File: src/rtl/core/rflp_pkg.sv
// ----------------------------------------------------------------------------
// Record field layout packer package
// Shared types, type codes and helper functions for the layout packer.
// ----------------------------------------------------------------------------
package rflp_pkg;

   localparam int OFS_W      = 21;
   localparam int EMIT_LIMIT = 32;

   // Field type codes.
   localparam logic [2:0] FT_BOOL  = 3'd0;
   localparam logic [2:0] FT_BYTE  = 3'd1;
   localparam logic [2:0] FT_I32   = 3'd2;
   localparam logic [2:0] FT_I64   = 3'd3;
   localparam logic [2:0] FT_F64   = 3'd4;
   localparam logic [2:0] FT_VAR32 = 3'd5;
   localparam logic [2:0] FT_FIXED = 3'd6;

   // Configuration register indexes.
   localparam logic [0:0] CSR_FIELD_ORDER = 1'd0;
   localparam logic [0:0] CSR_PAD_MODE    = 1'd1;

   localparam logic [2:0] LAST_PASS = 3'd4;

   typedef enum logic [2:0] {
      CL_BITS,
      CL_BYTES,
      CL_INT32,
      CL_VAR32,
      CL_EIGHT
   } fclass_type;

   typedef struct packed {
      logic [2:0]  field_type;
      logic [15:0] fixed_size;
      logic        nullable;
      logic        last_field;
   } req_type;

   typedef struct packed {
      logic [4:0]       entry_index;
      logic             is_null_marker;
      logic [OFS_W-1:0] byte_offset;
      logic [2:0]       bit_position;
      logic [15:0]      entry_size;
      logic [OFS_W-1:0] record_size;
      logic [OFS_W-1:0] bool_byte_count;
      logic             overflow;
      logic             last_result;
   } rsp_type;

   typedef struct packed {
      logic [2:0]  ftype;
      logic [15:0] size;
      logic        null_mark;
   } ent_type;

   typedef struct packed {
      logic [OFS_W-1:0] offset;
      logic [2:0]       bitpos;
   } place_type;

   typedef struct packed {
      logic       load_field;
      logic       load_null;
      logic       start_run;
      logic       scan_rd;
      logic       pass_end;
      logic       emit_rd;
      logic       out_load;
      logic       run_clear;
      logic [2:0] pass_idx;
   } cmd_type;

   typedef struct packed {
      logic scan_last;
      logic emit_last;
   } sts_type;

   function automatic fclass_type class_of(input logic [2:0] t);
      fclass_type c;
      case (t)
         FT_BOOL: c = CL_BITS;
         FT_I32: c = CL_INT32;
         FT_I64, FT_F64: c = CL_EIGHT;
         FT_VAR32: c = CL_VAR32;
         default: c = CL_BYTES;
      endcase
      return c;
   endfunction

   function automatic logic [15:0] size_of(input logic [2:0] t, input logic [15:0] fixed);
      logic [15:0] s;
      case (t)
         FT_I32, FT_VAR32: s = 16'd4;
         FT_I64, FT_F64: s = 16'd8;
         FT_FIXED: s = (fixed == 16'd0) ? 16'd1 : fixed;
         default: s = 16'd1;
      endcase
      return s;
   endfunction

   // Class placed in each of the five passes for the given packing order.
   function automatic fclass_type pass_class(input logic mode, input logic [2:0] pass);
      fclass_type c;
      if (!mode) begin
         case (pass)
            3'd0: c = CL_BITS;
            3'd1: c = CL_BYTES;
            3'd2: c = CL_INT32;
            3'd3: c = CL_VAR32;
            default: c = CL_EIGHT;
         endcase
      end else begin
         case (pass)
            3'd0: c = CL_EIGHT;
            3'd1: c = CL_INT32;
            3'd2: c = CL_VAR32;
            3'd3: c = CL_BYTES;
            default: c = CL_BITS;
         endcase
      end
      return c;
   endfunction

endpackage

File: src/rtl/core/rflp_ctrl.sv
// ----------------------------------------------------------------------------
// Layout packer controller
// Sequences field loading, the five placement passes and result emission.
// ----------------------------------------------------------------------------
module rflp_ctrl (
   input  logic              clock,
   input  logic              reset,
   input  logic              req_valid,
   input  logic              req_nullable,
   input  logic              req_last,
   output logic              req_ready,
   input  logic              rsp_ready,
   output logic              rsp_valid,
   input  rflp_pkg::sts_type sts,
   output rflp_pkg::cmd_type cmd
);
   import rflp_pkg::*;

   typedef enum logic [2:0] {
      S_IDLE,
      S_NULL,
      S_PREP,
      S_SCAN,
      S_DRAIN,
      S_PEND,
      S_EMIT_RD,
      S_EMIT_WT
   } state_type;

   state_type  state_ff, state_in;
   logic       last_pend_ff, last_pend_in;
   logic [2:0] pass_ff, pass_in;
   logic       rsp_valid_ff, rsp_valid_in;
   logic       slot_free;

   assign req_ready = (state_ff == S_IDLE);
   assign rsp_valid = rsp_valid_ff;
   assign slot_free = !rsp_valid_ff || rsp_ready;

   always_comb begin
      state_in     = state_ff;
      last_pend_in = last_pend_ff;
      pass_in      = pass_ff;
      cmd          = '0;
      cmd.pass_idx = pass_ff;
      case (state_ff)
         S_IDLE: begin
            if (req_valid) begin
               cmd.load_field = 1'b1;
               last_pend_in   = req_last;
               if (req_nullable) begin
                  state_in = S_NULL;
               end else if (req_last) begin
                  state_in = S_PREP;
               end
            end
         end
         S_NULL: begin
            cmd.load_null = 1'b1;
            state_in = last_pend_ff ? S_PREP : S_IDLE;
         end
         S_PREP: begin
            cmd.start_run = 1'b1;
            pass_in  = '0;
            state_in = S_SCAN;
         end
         S_SCAN: begin
            cmd.scan_rd = 1'b1;
            if (sts.scan_last) begin
               state_in = S_DRAIN;
            end
         end
         S_DRAIN: begin
            // The last entry read in the scan is placed in this cycle.
            state_in = S_PEND;
         end
         S_PEND: begin
            cmd.pass_end = 1'b1;
            if (pass_ff == LAST_PASS) begin
               state_in = S_EMIT_RD;
            end else begin
               pass_in  = pass_ff + 3'd1;
               state_in = S_SCAN;
            end
         end
         S_EMIT_RD: begin
            cmd.emit_rd = 1'b1;
            state_in = S_EMIT_WT;
         end
         S_EMIT_WT: begin
            if (slot_free) begin
               cmd.out_load = 1'b1;
               if (sts.emit_last) begin
                  cmd.run_clear = 1'b1;
                  state_in = S_IDLE;
               end else begin
                  state_in = S_EMIT_RD;
               end
            end
         end
         default: begin
            state_in = S_IDLE;
         end
      endcase
   end

   always_comb begin
      rsp_valid_in = rsp_valid_ff;
      if (cmd.out_load) begin
         rsp_valid_in = 1'b1;
      end else if (rsp_ready) begin
         rsp_valid_in = 1'b0;
      end
   end

   always_ff @(posedge clock) begin
      if (reset) begin
         state_ff     <= S_IDLE;
         last_pend_ff <= 1'b0;
         pass_ff      <= '0;
         rsp_valid_ff <= 1'b0;
      end else begin
         state_ff     <= state_in;
         last_pend_ff <= last_pend_in;
         pass_ff      <= pass_in;
         rsp_valid_ff <= rsp_valid_in;
      end
   end

endmodule

File: src/rtl/core/rflp_dp.sv
// ----------------------------------------------------------------------------
// Layout packer datapath
// Entry stores, class counters, placement arithmetic and the result register.
// ----------------------------------------------------------------------------
module rflp_dp #(
   parameter int MAX_ENTRIES = 32
) (
   input  logic              clock,
   input  logic              reset,
   input  rflp_pkg::cmd_type cmd,
   input  rflp_pkg::req_type req_payload,
   input  logic              field_order_mode,
   input  logic              pad_mode,
   output rflp_pkg::sts_type sts,
   output rflp_pkg::rsp_type rsp_payload
);
   import rflp_pkg::*;

   localparam int AW = $clog2(MAX_ENTRIES);
   localparam int CW = $clog2(MAX_ENTRIES + 1);

   ent_type   ent_mem [MAX_ENTRIES];
   place_type off_mem [MAX_ENTRIES];

   logic [CW-1:0]    count_ff, count_in;
   logic [5:0]       cnt_i32_ff, cnt_i32_in;
   logic [5:0]       cnt_v32_ff, cnt_v32_in;
   logic [5:0]       cnt_e8_ff, cnt_e8_in;
   logic             ovf_ff, ovf_in;
   logic [AW-1:0]    addr_ff, addr_in;
   logic             rd_valid_ff;
   logic [AW-1:0]    rd_addr_ff;
   ent_type          ent_q_ff;
   place_type        off_q_ff;
   logic [OFS_W-1:0] running_ff, running_in;
   logic [2:0]       bit_ff, bit_in;
   logic [OFS_W-1:0] bb_ff, bb_in;
   logic             has4_ff, has4_in;
   logic             has8_ff, has8_in;
   rsp_type          out_ff;

   logic             store_req;
   logic             room;
   ent_type          new_ent;
   fclass_type       new_cls;
   logic             proc_hit;
   logic [OFS_W-1:0] rnd_ofs;
   logic [OFS_W-1:0] bool_end;
   logic [6:0]       cnt7;
   logic [6:0]       emit_n;

   assign store_req = cmd.load_field || cmd.load_null;
   assign room      = 7'(count_ff) < 7'(MAX_ENTRIES);

   always_comb begin
      if (cmd.load_null) begin
         new_ent = '{ftype: FT_BOOL, size: 16'd1, null_mark: 1'b1};
      end else begin
         new_ent = '{ftype: req_payload.field_type,
                     size: size_of(req_payload.field_type, req_payload.fixed_size),
                     null_mark: 1'b0};
      end
   end
   assign new_cls = class_of(new_ent.ftype);

   // Loading: entry count, saturating class counters and the overflow flag.
   always_comb begin
      count_in   = count_ff;
      cnt_i32_in = cnt_i32_ff;
      cnt_v32_in = cnt_v32_ff;
      cnt_e8_in  = cnt_e8_ff;
      ovf_in     = ovf_ff;
      if (cmd.run_clear) begin
         count_in   = '0;
         cnt_i32_in = '0;
         cnt_v32_in = '0;
         cnt_e8_in  = '0;
         ovf_in     = 1'b0;
      end else if (store_req) begin
         if (!room) begin
            ovf_in = 1'b1;
         end else begin
            count_in = count_ff + CW'(1);
            if (new_cls == CL_INT32 && cnt_i32_ff != 6'd63) begin
               cnt_i32_in = cnt_i32_ff + 6'd1;
            end
            if (new_cls == CL_VAR32 && cnt_v32_ff != 6'd63) begin
               cnt_v32_in = cnt_v32_ff + 6'd1;
            end
            if (new_cls == CL_EIGHT && cnt_e8_ff != 6'd63) begin
               cnt_e8_in = cnt_e8_ff + 6'd1;
            end
         end
      end
   end

   always_comb begin
      addr_in = addr_ff;
      if (cmd.start_run || cmd.pass_end) begin
         addr_in = '0;
      end else if (cmd.scan_rd || cmd.out_load) begin
         addr_in = addr_ff + AW'(1);
      end
   end

   assign proc_hit = rd_valid_ff &&
                     (class_of(ent_q_ff.ftype) == pass_class(field_order_mode, cmd.pass_idx));
   assign rnd_ofs  = (bit_ff != 3'd0) ? running_ff + OFS_W'(1) : running_ff;
   assign bool_end = running_ff + OFS_W'(1);

   // Placement: one entry per cycle, then end-of-pass byte rounding and padding.
   always_comb begin
      running_in = running_ff;
      bit_in     = bit_ff;
      bb_in      = bb_ff;
      has4_in    = has4_ff;
      has8_in    = has8_ff;
      if (cmd.start_run) begin
         running_in = '0;
         bit_in     = '0;
         bb_in      = '0;
         has4_in    = (cnt_i32_ff != 6'd0) || (cnt_v32_ff != 6'd0);
         has8_in    = (cnt_e8_ff != 6'd0);
      end else if (proc_hit) begin
         if (class_of(ent_q_ff.ftype) == CL_BITS) begin
            bit_in = bit_ff + 3'd1;
            if (bit_ff == 3'd7) begin
               running_in = running_ff + OFS_W'(1);
            end
            if (bool_end > bb_ff) begin
               bb_in = bool_end;
            end
         end else begin
            running_in = running_ff + OFS_W'(ent_q_ff.size);
         end
      end else if (cmd.pass_end) begin
         bit_in     = '0;
         running_in = rnd_ofs;
         if (!field_order_mode) begin
            if (cmd.pass_idx == 3'd1 && (!pad_mode || has4_ff)) begin
               running_in = (rnd_ofs + OFS_W'(3)) & ~OFS_W'(3);
            end else if (cmd.pass_idx == 3'd3 && (!pad_mode || has8_ff)) begin
               running_in = (rnd_ofs + OFS_W'(7)) & ~OFS_W'(7);
            end
         end else if (cmd.pass_idx == LAST_PASS) begin
            if (has8_ff || !pad_mode) begin
               running_in = (rnd_ofs + OFS_W'(7)) & ~OFS_W'(7);
            end else if (has4_ff) begin
               running_in = (rnd_ofs + OFS_W'(3)) & ~OFS_W'(3);
            end
         end
      end
   end

   always_ff @(posedge clock) begin
      if (reset) begin
         count_ff    <= '0;
         cnt_i32_ff  <= '0;
         cnt_v32_ff  <= '0;
         cnt_e8_ff   <= '0;
         ovf_ff      <= 1'b0;
         addr_ff     <= '0;
         rd_valid_ff <= 1'b0;
         running_ff  <= '0;
         bit_ff      <= '0;
         bb_ff       <= '0;
         has4_ff     <= 1'b0;
         has8_ff     <= 1'b0;
      end else begin
         count_ff    <= count_in;
         cnt_i32_ff  <= cnt_i32_in;
         cnt_v32_ff  <= cnt_v32_in;
         cnt_e8_ff   <= cnt_e8_in;
         ovf_ff      <= ovf_in;
         addr_ff     <= addr_in;
         rd_valid_ff <= cmd.scan_rd;
         running_ff  <= running_in;
         bit_ff      <= bit_in;
         bb_ff       <= bb_in;
         has4_ff     <= has4_in;
         has8_ff     <= has8_in;
      end
   end

   // Entry stores.
   always_ff @(posedge clock) begin
      if (store_req && room) begin
         ent_mem[count_ff[AW-1:0]] <= new_ent;
      end
      if (cmd.scan_rd || cmd.emit_rd) begin
         ent_q_ff <= ent_mem[addr_ff];
      end
      if (cmd.scan_rd) begin
         rd_addr_ff <= addr_ff;
      end
   end

   always_ff @(posedge clock) begin
      if (proc_hit) begin
         off_mem[rd_addr_ff] <= '{offset: running_ff, bitpos: bit_ff};
      end
      if (cmd.emit_rd) begin
         off_q_ff <= off_mem[addr_ff];
      end
   end

   assign cnt7          = 7'(count_ff);
   assign emit_n        = (cnt7 > 7'(EMIT_LIMIT)) ? 7'(EMIT_LIMIT) : cnt7;
   assign sts.scan_last = (7'(addr_ff) + 7'd1) == cnt7;
   assign sts.emit_last = (7'(addr_ff) + 7'd1) == emit_n;

   // Result register; it holds its value while a transfer is stalled.
   always_ff @(posedge clock) begin
      if (cmd.out_load) begin
         out_ff.entry_index     <= 5'(addr_ff);
         out_ff.is_null_marker  <= ent_q_ff.null_mark;
         out_ff.byte_offset     <= off_q_ff.offset;
         out_ff.bit_position    <= (ent_q_ff.ftype == FT_BOOL) ? off_q_ff.bitpos : 3'd0;
         out_ff.entry_size      <= ent_q_ff.size;
         out_ff.record_size     <= running_ff;
         out_ff.bool_byte_count <= bb_ff;
         out_ff.overflow        <= ovf_ff;
         out_ff.last_result     <= sts.emit_last;
      end
   end

   assign rsp_payload = out_ff;

endmodule

File: src/rtl/core/record_field_layout_packer.sv
// A field is taken when idle; a nullable one also stores a hidden null entry.
// After the last field the five placement passes scan the stored entries,
// one entry read per cycle from the entry store.
// Results then follow one at a time, each a store read and a load.
// A new schema is taken once the final result sits in the result register.
// Synchronous reset clears control state and both registers; stores need none.
// ----------------------------------------------------------------------------
// Record field layout packer
// Collects a record schema field by field, places every entry by type class
// and reports the byte offset and bool bit of each entry.
// ----------------------------------------------------------------------------
module record_field_layout_packer #(
   parameter int MAX_ENTRIES = 32
) (
   input  logic              clock,
   input  logic              reset,
   input  logic              req_valid,
   output logic              req_ready,
   input  rflp_pkg::req_type req_payload,
   output logic              rsp_valid,
   input  logic              rsp_ready,
   output rflp_pkg::rsp_type rsp_payload,
   input  logic              csr_we,
   input  logic [0:0]        csr_index,
   input  logic [0:0]        csr_data
);
   import rflp_pkg::*;

   cmd_type cmd;
   sts_type sts;
   logic    order_ff;
   logic    pad_ff;

   always_ff @(posedge clock) begin
      if (reset) begin
         order_ff <= 1'b0;
         pad_ff   <= 1'b0;
      end else if (csr_we) begin
         case (csr_index)
            CSR_FIELD_ORDER: order_ff <= csr_data[0];
            CSR_PAD_MODE: pad_ff <= csr_data[0];
            default: begin
            end
         endcase
      end
   end

   rflp_ctrl u_ctrl (
      .clock        (clock),
      .reset        (reset),
      .req_valid    (req_valid),
      .req_nullable (req_payload.nullable),
      .req_last     (req_payload.last_field),
      .req_ready    (req_ready),
      .rsp_ready    (rsp_ready),
      .rsp_valid    (rsp_valid),
      .sts          (sts),
      .cmd          (cmd)
   );

   rflp_dp #(
      .MAX_ENTRIES (MAX_ENTRIES)
   ) u_dp (
      .clock            (clock),
      .reset            (reset),
      .cmd              (cmd),
      .req_payload      (req_payload),
      .field_order_mode (order_ff),
      .pad_mode         (pad_ff),
      .sts              (sts),
      .rsp_payload      (rsp_payload)
   );

endmodule

File: config.mk
export PLATFORM = sky130hd
export DESIGN_NAME = record_field_layout_packer
export DESIGN_NICKNAME = d
export VERILOG_FILES = /design/src/rtl/core/rflp_pkg.sv /design/src/rtl/core/rflp_ctrl.sv /design/src/rtl/core/rflp_dp.sv /design/src/rtl/core/record_field_layout_packer.sv
export SDC_FILE = /design/constraint.sdc
export NUM_CORES = 2
export LEC_CHECK = 0
export ABC_AREA = 0
export BUFFER_PORTS_ARGS = -buffer_cell sky130_fd_sc_hd__buf_2
export CAP_MARGIN = 20
export CORE_MARGIN = 2
export CORE_UTILIZATION = 45
export DETAILED_ROUTE_END_ITERATION = 10
export PLACE_DENSITY = 0.69
export SLEW_MARGIN = 25
export SYNTH_ARGS = -nofsm -noshare
export SYNTH_HDL_FRONTEND = slang
export SYNTH_SLANG_ARGS = --single-unit
File: constraint.sdc
create_clock -name clock -period 11.6 [get_ports clock]
set_clock_uncertainty 0.05 [all_clocks]
set_input_delay 1.16 -clock clock [delete_from_list [all_inputs] [get_ports clock]]
set_output_delay 1.16 -clock clock [all_outputs]
set_load 0.05 [all_outputs]
# ---- Word-level counts from Yosys, hierarchy flattened
# Memory sizes are Yosys's and may differ from the RTL's. A register that Yosys moved wholly into a read port is not among the register bits.
# Index checks and enable logic that the tools add are counted.
dict set report totals {
  reg_bits 183
  ramBits 1408
  inputBits 28
  out_inout_bits 92
  word_cells 190
  memories 2
}
dict set report op_classes {
  addsub 12
  magnitude_cmp 3
  eq_ne 41
  mux 52
  bitwise 2
  n_reduce_logical 50
}
# memory words width read_ports rd_clocked_by_memory_dff write_ports line
set mem_list {}
lappend mem_list {u_dp.off_mem 32 24 1 1 1 rflp_dp.sv:23} ;# place_type off_mem [MAX_ENTRIES];
lappend mem_list {u_dp.ent_mem 32 20 1 1 1 rflp_dp.sv:22} ;# ent_type ent_mem [MAX_ENTRIES];
# cell n
set ops {}
lappend ops {{$mux 21} 11}
lappend ops {{$pmux 16 s3} 1}
lappend ops {{$pmux 3 s4} 4}
lappend ops {{$eq 3x3->1 const B} 14}
lappend ops {{$mux 3} 14}
lappend ops {{$eq 3x2->1 const B} 12}
lappend ops {{$add 6x1->6 const B} 4}
lappend ops {{$pmux 3 s8} 1}
lappend ops {{$add 21x1->21 const B} 1}
lappend ops {{$add 21x16->21} 1}
lappend ops {{$add 21x2->21 const B} 1}
lappend ops {{$add 21x3->21 const B} 1}
lappend ops {{$gt 21x21->1} 1}
lappend ops {{$mux 20} 1}
lappend ops {{$ne 6x6->1 const B} 3}
lappend ops {{$reduce_bool 6->1} 3}
lappend ops {{$logic_not 16->1} 1}
lappend ops {{$mux 16} 1}
lappend ops {{$reduce_and 2->1} 8}
lappend ops {{$logic_not 3->1} 5}
lappend ops {{$mux 1} 14}
lappend ops {{$reduce_or 2->1} 7}
lappend ops {{$reduce_and 3->1} 4}
lappend ops {{$logic_or 1x1->1} 8}
lappend ops {{22 further kinds} 39}

# ---- Longest topological paths before layout
dict set report logic_depth {
  word_depth 10
  depth_mapped 19
  depth_no_buf 16
}

# ---- Modules after synthesis
# From an unflattened synthesis, not the netlist that was laid out.
dict set report unflattened {
  cells_unflattened 3400
  hier_area_um2 66244.8
}
# module instances cells_each area_per_inst_um2
set by_module_without_submodules {}
lappend by_module_without_submodules {rflp_dp 1 3326 65631.7}
lappend by_module_without_submodules {rflp_ctrl 1 65 520.5}
lappend by_module_without_submodules {record_field_layout_packer 1 9 92.6}

# ---- Worst setup path before layout
# No wires, ideal clock.
dict set report synth_timing {
  path_type {input -> register}
  start {input rsp_ready}
  end {register u_dp.cnt_e8_ff[0]}
  arrival_ns 5.778
  required_ns 11.422
  setup_slack_ns 5.644
  cell_stages 5
  cell_sequence {nor2b_1 nor2_1 a21o_1 clkbuf_1 nor2_1}
}
dict set report synth_via {
  elab_chain_cells 4
}
# item line
set synth_lines {}
lappend synth_lines {{start: declaration} record_field_layout_packer.sv:21} ;# input logic rsp_ready,
lappend synth_lines {{$logic_or 1x1->1} rflp_ctrl.sv:38} ;# assign slot_free = !rsp_valid_ff || rsp_ready;
lappend synth_lines {{$mux 2} rflp_ctrl.sv:91} ;# if (slot_free) begin
lappend synth_lines {{$mux 2} rflp_ctrl.sv:46} ;# case (state_ff)
lappend synth_lines {{$reduce_or 2->1 (no line)} n/a}
lappend synth_lines {{end signal: assignment} rflp_dp.sv:173} ;# cnt_e8_ff <= cnt_e8_in;
lappend synth_lines {{end: declaration} rflp_dp.sv:28} ;# logic [5:0] cnt_e8_ff, cnt_e8_in;
# Every way passes these cells.
# A chain may end at the register's enable or synchronous reset.

# ---- Worst setup path in the final report
dict set report layout_timing {
  start {register u_dp.running_ff[0]}
  end {register u_dp.bb_ff[3]}
}
dict set report layout_via {
  elab_chain_cells 3
}
# item line
set layout_lines {}
lappend layout_lines {{start: declaration} rflp_dp.sv:35} ;# logic [OFS_W-1:0] running_ff, running_in;
lappend layout_lines {{start signal: assignment} rflp_dp.sv:177} ;# running_ff <= running_in;
lappend layout_lines {{$add 21x1->21} rflp_dp.sv:109} ;# assign bool_end = running_ff + OFS_W'(1);
lappend layout_lines {{via u_dp.bool_end[20]} rflp_dp.sv:48} ;# logic [OFS_W-1:0] bool_end;
lappend layout_lines {{$gt 21x21->1} rflp_dp.sv:130} ;# if (bool_end > bb_ff) begin
lappend layout_lines {{$reduce_and 3->1 (no line)} n/a}
lappend layout_lines {{end signal: assignment} rflp_dp.sv:179} ;# bb_ff <= bb_in;
lappend layout_lines {{end: declaration} rflp_dp.sv:37} ;# logic [OFS_W-1:0] bb_ff, bb_in;
# The timed path passes the listed nets, and every way through them passes these cells.

==> results.yml <==
clock_network:
  clkSinkCount: 1635
  cts_tree: "built"
  postCtsSetupBuffers: 0
  cts_hold_buffers: 0
  clock_path_buffers: 3
  cts-resized-gates: 0
  clock_latency_ns: 0.79
  cts_made_buffers: 159
  clk_pin_slew_ns: 0.06
  htreeDepth: 4
  cts-root-buf: "clkbuf_16"
sta:
  finalHoldViolCount: 0
  relSlewSlack_pct: 28.5
  worst_slew_pin_slew_ns: 1.07
  rsz0062_at_grt: "false"
  drv_slew: 0
  period_needed_ns: 4.65
  setup_viol: 0
  tns_ns: 0
  fin_ws_ns: 6.95
  hold_slack_ns: 0.368
  period_share_pct: 40.1
  max_freq_mhz: 215
critical_path:
  worst-setup-path-type: "reg -> reg"
  cp.required_ns: 12.20
  arrival_ns: 5.25
  cp_max_fo: 45
  end_kind: "flop"
  r2r_slack_ns: 6.95
  startpoint_type: "flop"
global_route:
  grt_overflow_total: 0
  grt.busiest_layer: "met2"
  grt_use_met3_pct: 3.98
  grtUsageTotal_pct: 20.8
  use_met2_pct: 33.3
  grt_pass1_wl_mm: 226
  grt_max_degree: 147
  grt_pass1_vias: 33471
  antenna_found_initial: 4
  met1_usage_pct: 29.3
logic_synthesis:
  synthCells: 3407
  syn_nets: 3492
  yosys.area.top_type: "edfxtp_1"
  ys.flop_type: "edfxtp_1"
  synthArstFlopShare_pct: 0
  yosysWarnings: 0
  synth_edf_count: 1547
  synth_area_leaders: "edfxtp_1, mux4_2, dfxtp_1, nand2_1, nor2_1"
  syn_area_per_cell_um2: 19.3
  synthesis.area_mm2: 0.0657
  yosysSeqAreaShare_pct: 73.3
  synth_cell_types: 81
  synth_seq_cells: 1635
  synth_top_area_share_pct: 70.7
  synth.most_common_cell: "edfxtp_1"
  synth_commonest_cells: "edfxtp_1, mux4_2, nand2_1"
cells_and_area:
  multi_input_area_mm2: 0.0170
  drive_gt1_share_pct: 27.4
  final_area_mm2: 0.0746
  final_cells: 5660
  final_nets: 3709
  seq_area_mm2: 0.0482
  post-route-util_pct: 51.3
  diodes: 0
  nFillCells: 11383
  area_growth_pct: 13.5
power:
  vdd_ir_drop_max_mv: 0.156
  powerDensity_mw_per_mm2: 163
  p_leak_nw: 21.6
  totalPowerFinal_mw: 12.2
placed_design:
  dp_hpwl_mm: 87.9
  numPortBuffers: 119
  post_dp_cell_area_mm2: 0.0691
  post-place-ws_ns: 6.98
  numPlacedInstances: 5368
  place.gp.congestion: 0.870
routing:
  routed_via_density: 5.94
  routed_wirelength_mm: 154
  vias: 33624
  wl_per_cell_um: 27.2
  drc_errors: 0
  ant_nets: 0
  drt_iter0_drc: 4161
  firstDrtPassIters: 5
floorplan:
  dieHeight_um: 386
  die_w_um: 386
  io_pins: 120
  die-area_mm2: 0.149
  rows: 140
  start_util_pct: 45.2
  coreArea_mm2: 0.145
hold_path:
  hold_class: "reg -> reg"
outcome:
  status: "complete, no violations"
run:
  drv_cap: 0
[cell families after synthesis]
| kind of cell | after synthesis | synth area share, % |
|---|---|---|
| adders and majority gates | 57 | 1.10 |
| buffers and inverters | 225 | 1.36 |
| xor gates and xnor gates | 91 | 1.21 |
| muxes | 476 | 15.6 |
| DFF | 1635 | 73.3 |
| AOI/OAI and AO/OA | 247 | 2.41 |
| and+or+nand+nor | 676 | 4.94 |
[worst paths after layout]
| check | from | to | depth (start not counted) |
|---|---|---|---|
| worst max-delay path | u_dp.running_ff[0]$_SDFFE_PP0P_ | u_dp.bb_ff[3]$_SDFFE_PP0P_ | 16 |
| worst max register to register | u_dp.running_ff[0]$_SDFFE_PP0P_ | u_dp.bb_ff[3]$_SDFFE_PP0P_ | 16 |
| worst min register to register | u_dp.off_q_ff[13]$_DFFE_PP_ | u_dp.rsp_payload[73]$_DFFE_PP_ | 0 |
| worst min-delay path | u_dp.off_q_ff[13]$_DFFE_PP_ | u_dp.rsp_payload[73]$_DFFE_PP_ | 0 |
[power by group]
group | internal (mW) | switching, mW | total (mW)
combinational | 0.218 | 0.337 | 0.554
sequential | 6.50 | 0.0516 | 6.56
clock | 2.88 | 2.20 | 5.08
total | 9.60 | 2.59 | 12.2
[cell usage in the layout, fill, tap and decap left out, types with 14 or more instances in the layout]
| cell | instances |
|---|---|
| a21oi_1 | 66 |
| inv_1 | 55 |
| buf_4 | 89 |
| xor2_1 | 36 |
| or3_1 | 14 |
| mux2i_1 | 32 |
| mux4_2 | 440 |
| xnor2_1 | 55 |
| clkinv_2 | 19 |
| o21ai_0 | 47 |
| clkbuf_1 | 32 |
| nor2_4 | 19 |
| nand4_1 | 19 |
| a211oi_1 | 17 |
| dfxtp_1 | 75 |
| nand2_1 | 221 |
| a31oi_1 | 17 |
| nor3_1 | 34 |
| nand2b_1 | 15 |
| edfxtp_1 | 1547 |
| clkbuf_16 | 161 |
| ha_1 | 56 |
| nor2_2 | 47 |
| nor2_1 | 137 |
| buf_2 | 119 |
| nand3_1 | 43 |
| clkinv_1 | 30 |
[routing by layer]
metal	vias up	wire length (um)
met5	-	41
met4	6	3840
met3	238	12200
met2	1454	75000
met1	17678	63000
li1	14248	-
[layout make-up]
| class | instances | area share [%] |
|---|---|---|
| sequential | 1635 | 64.7 |
| clock buffer | 196 | 5.62 |
| timing repair buffer | 225 | 2.25 |
| inverter | 56 | 0.282 |
| tap | 1917 | 3.22 |
| clock inverter | 84 | 1.23 |
| multi-input combinational | 1547 | 22.7 |
[registers in the layout (all words and copies together), names as in the netlist, 5 cells and up]
| register | cells |
|---|---|
| u_dp.addr_ff | 5 |
| u_dp.bb_ff | 21 |
| u_dp.cnt_e8_ff | 6 |
| u_dp.cnt_i32_ff | 6 |
| u_dp.cnt_v32_ff | 6 |
| u_dp.count_ff | 6 |
| u_dp.ent_mem | 640 |
| u_dp.ent_q_ff | 20 |
| u_dp.off_mem | 768 |
| u_dp.off_q_ff | 24 |
| u_dp.rd_addr_ff | 5 |
| u_dp.rsp_payload | 90 |
| u_dp.running_ff | 21 |
[critical path, stage by stage, from the launching register on]
cell and delay (ns):
dfxtp_1 0.30, buf_4 0.40, ha_1 0.37, nand3_4 0.17, nor3_1 0.43, nand4_1 0.26
nor2_1 0.29, nand3_1 0.12, xnor2_1 0.18, ha_1 0.32, nand2_1 0.07, or4_1 0.52
nand2b_1 0.09, a31oi_1 0.08, o211a_2 0.53, mux2i_1 0.26, nor2_1 0.06
(Power assumes the default switching activity.)
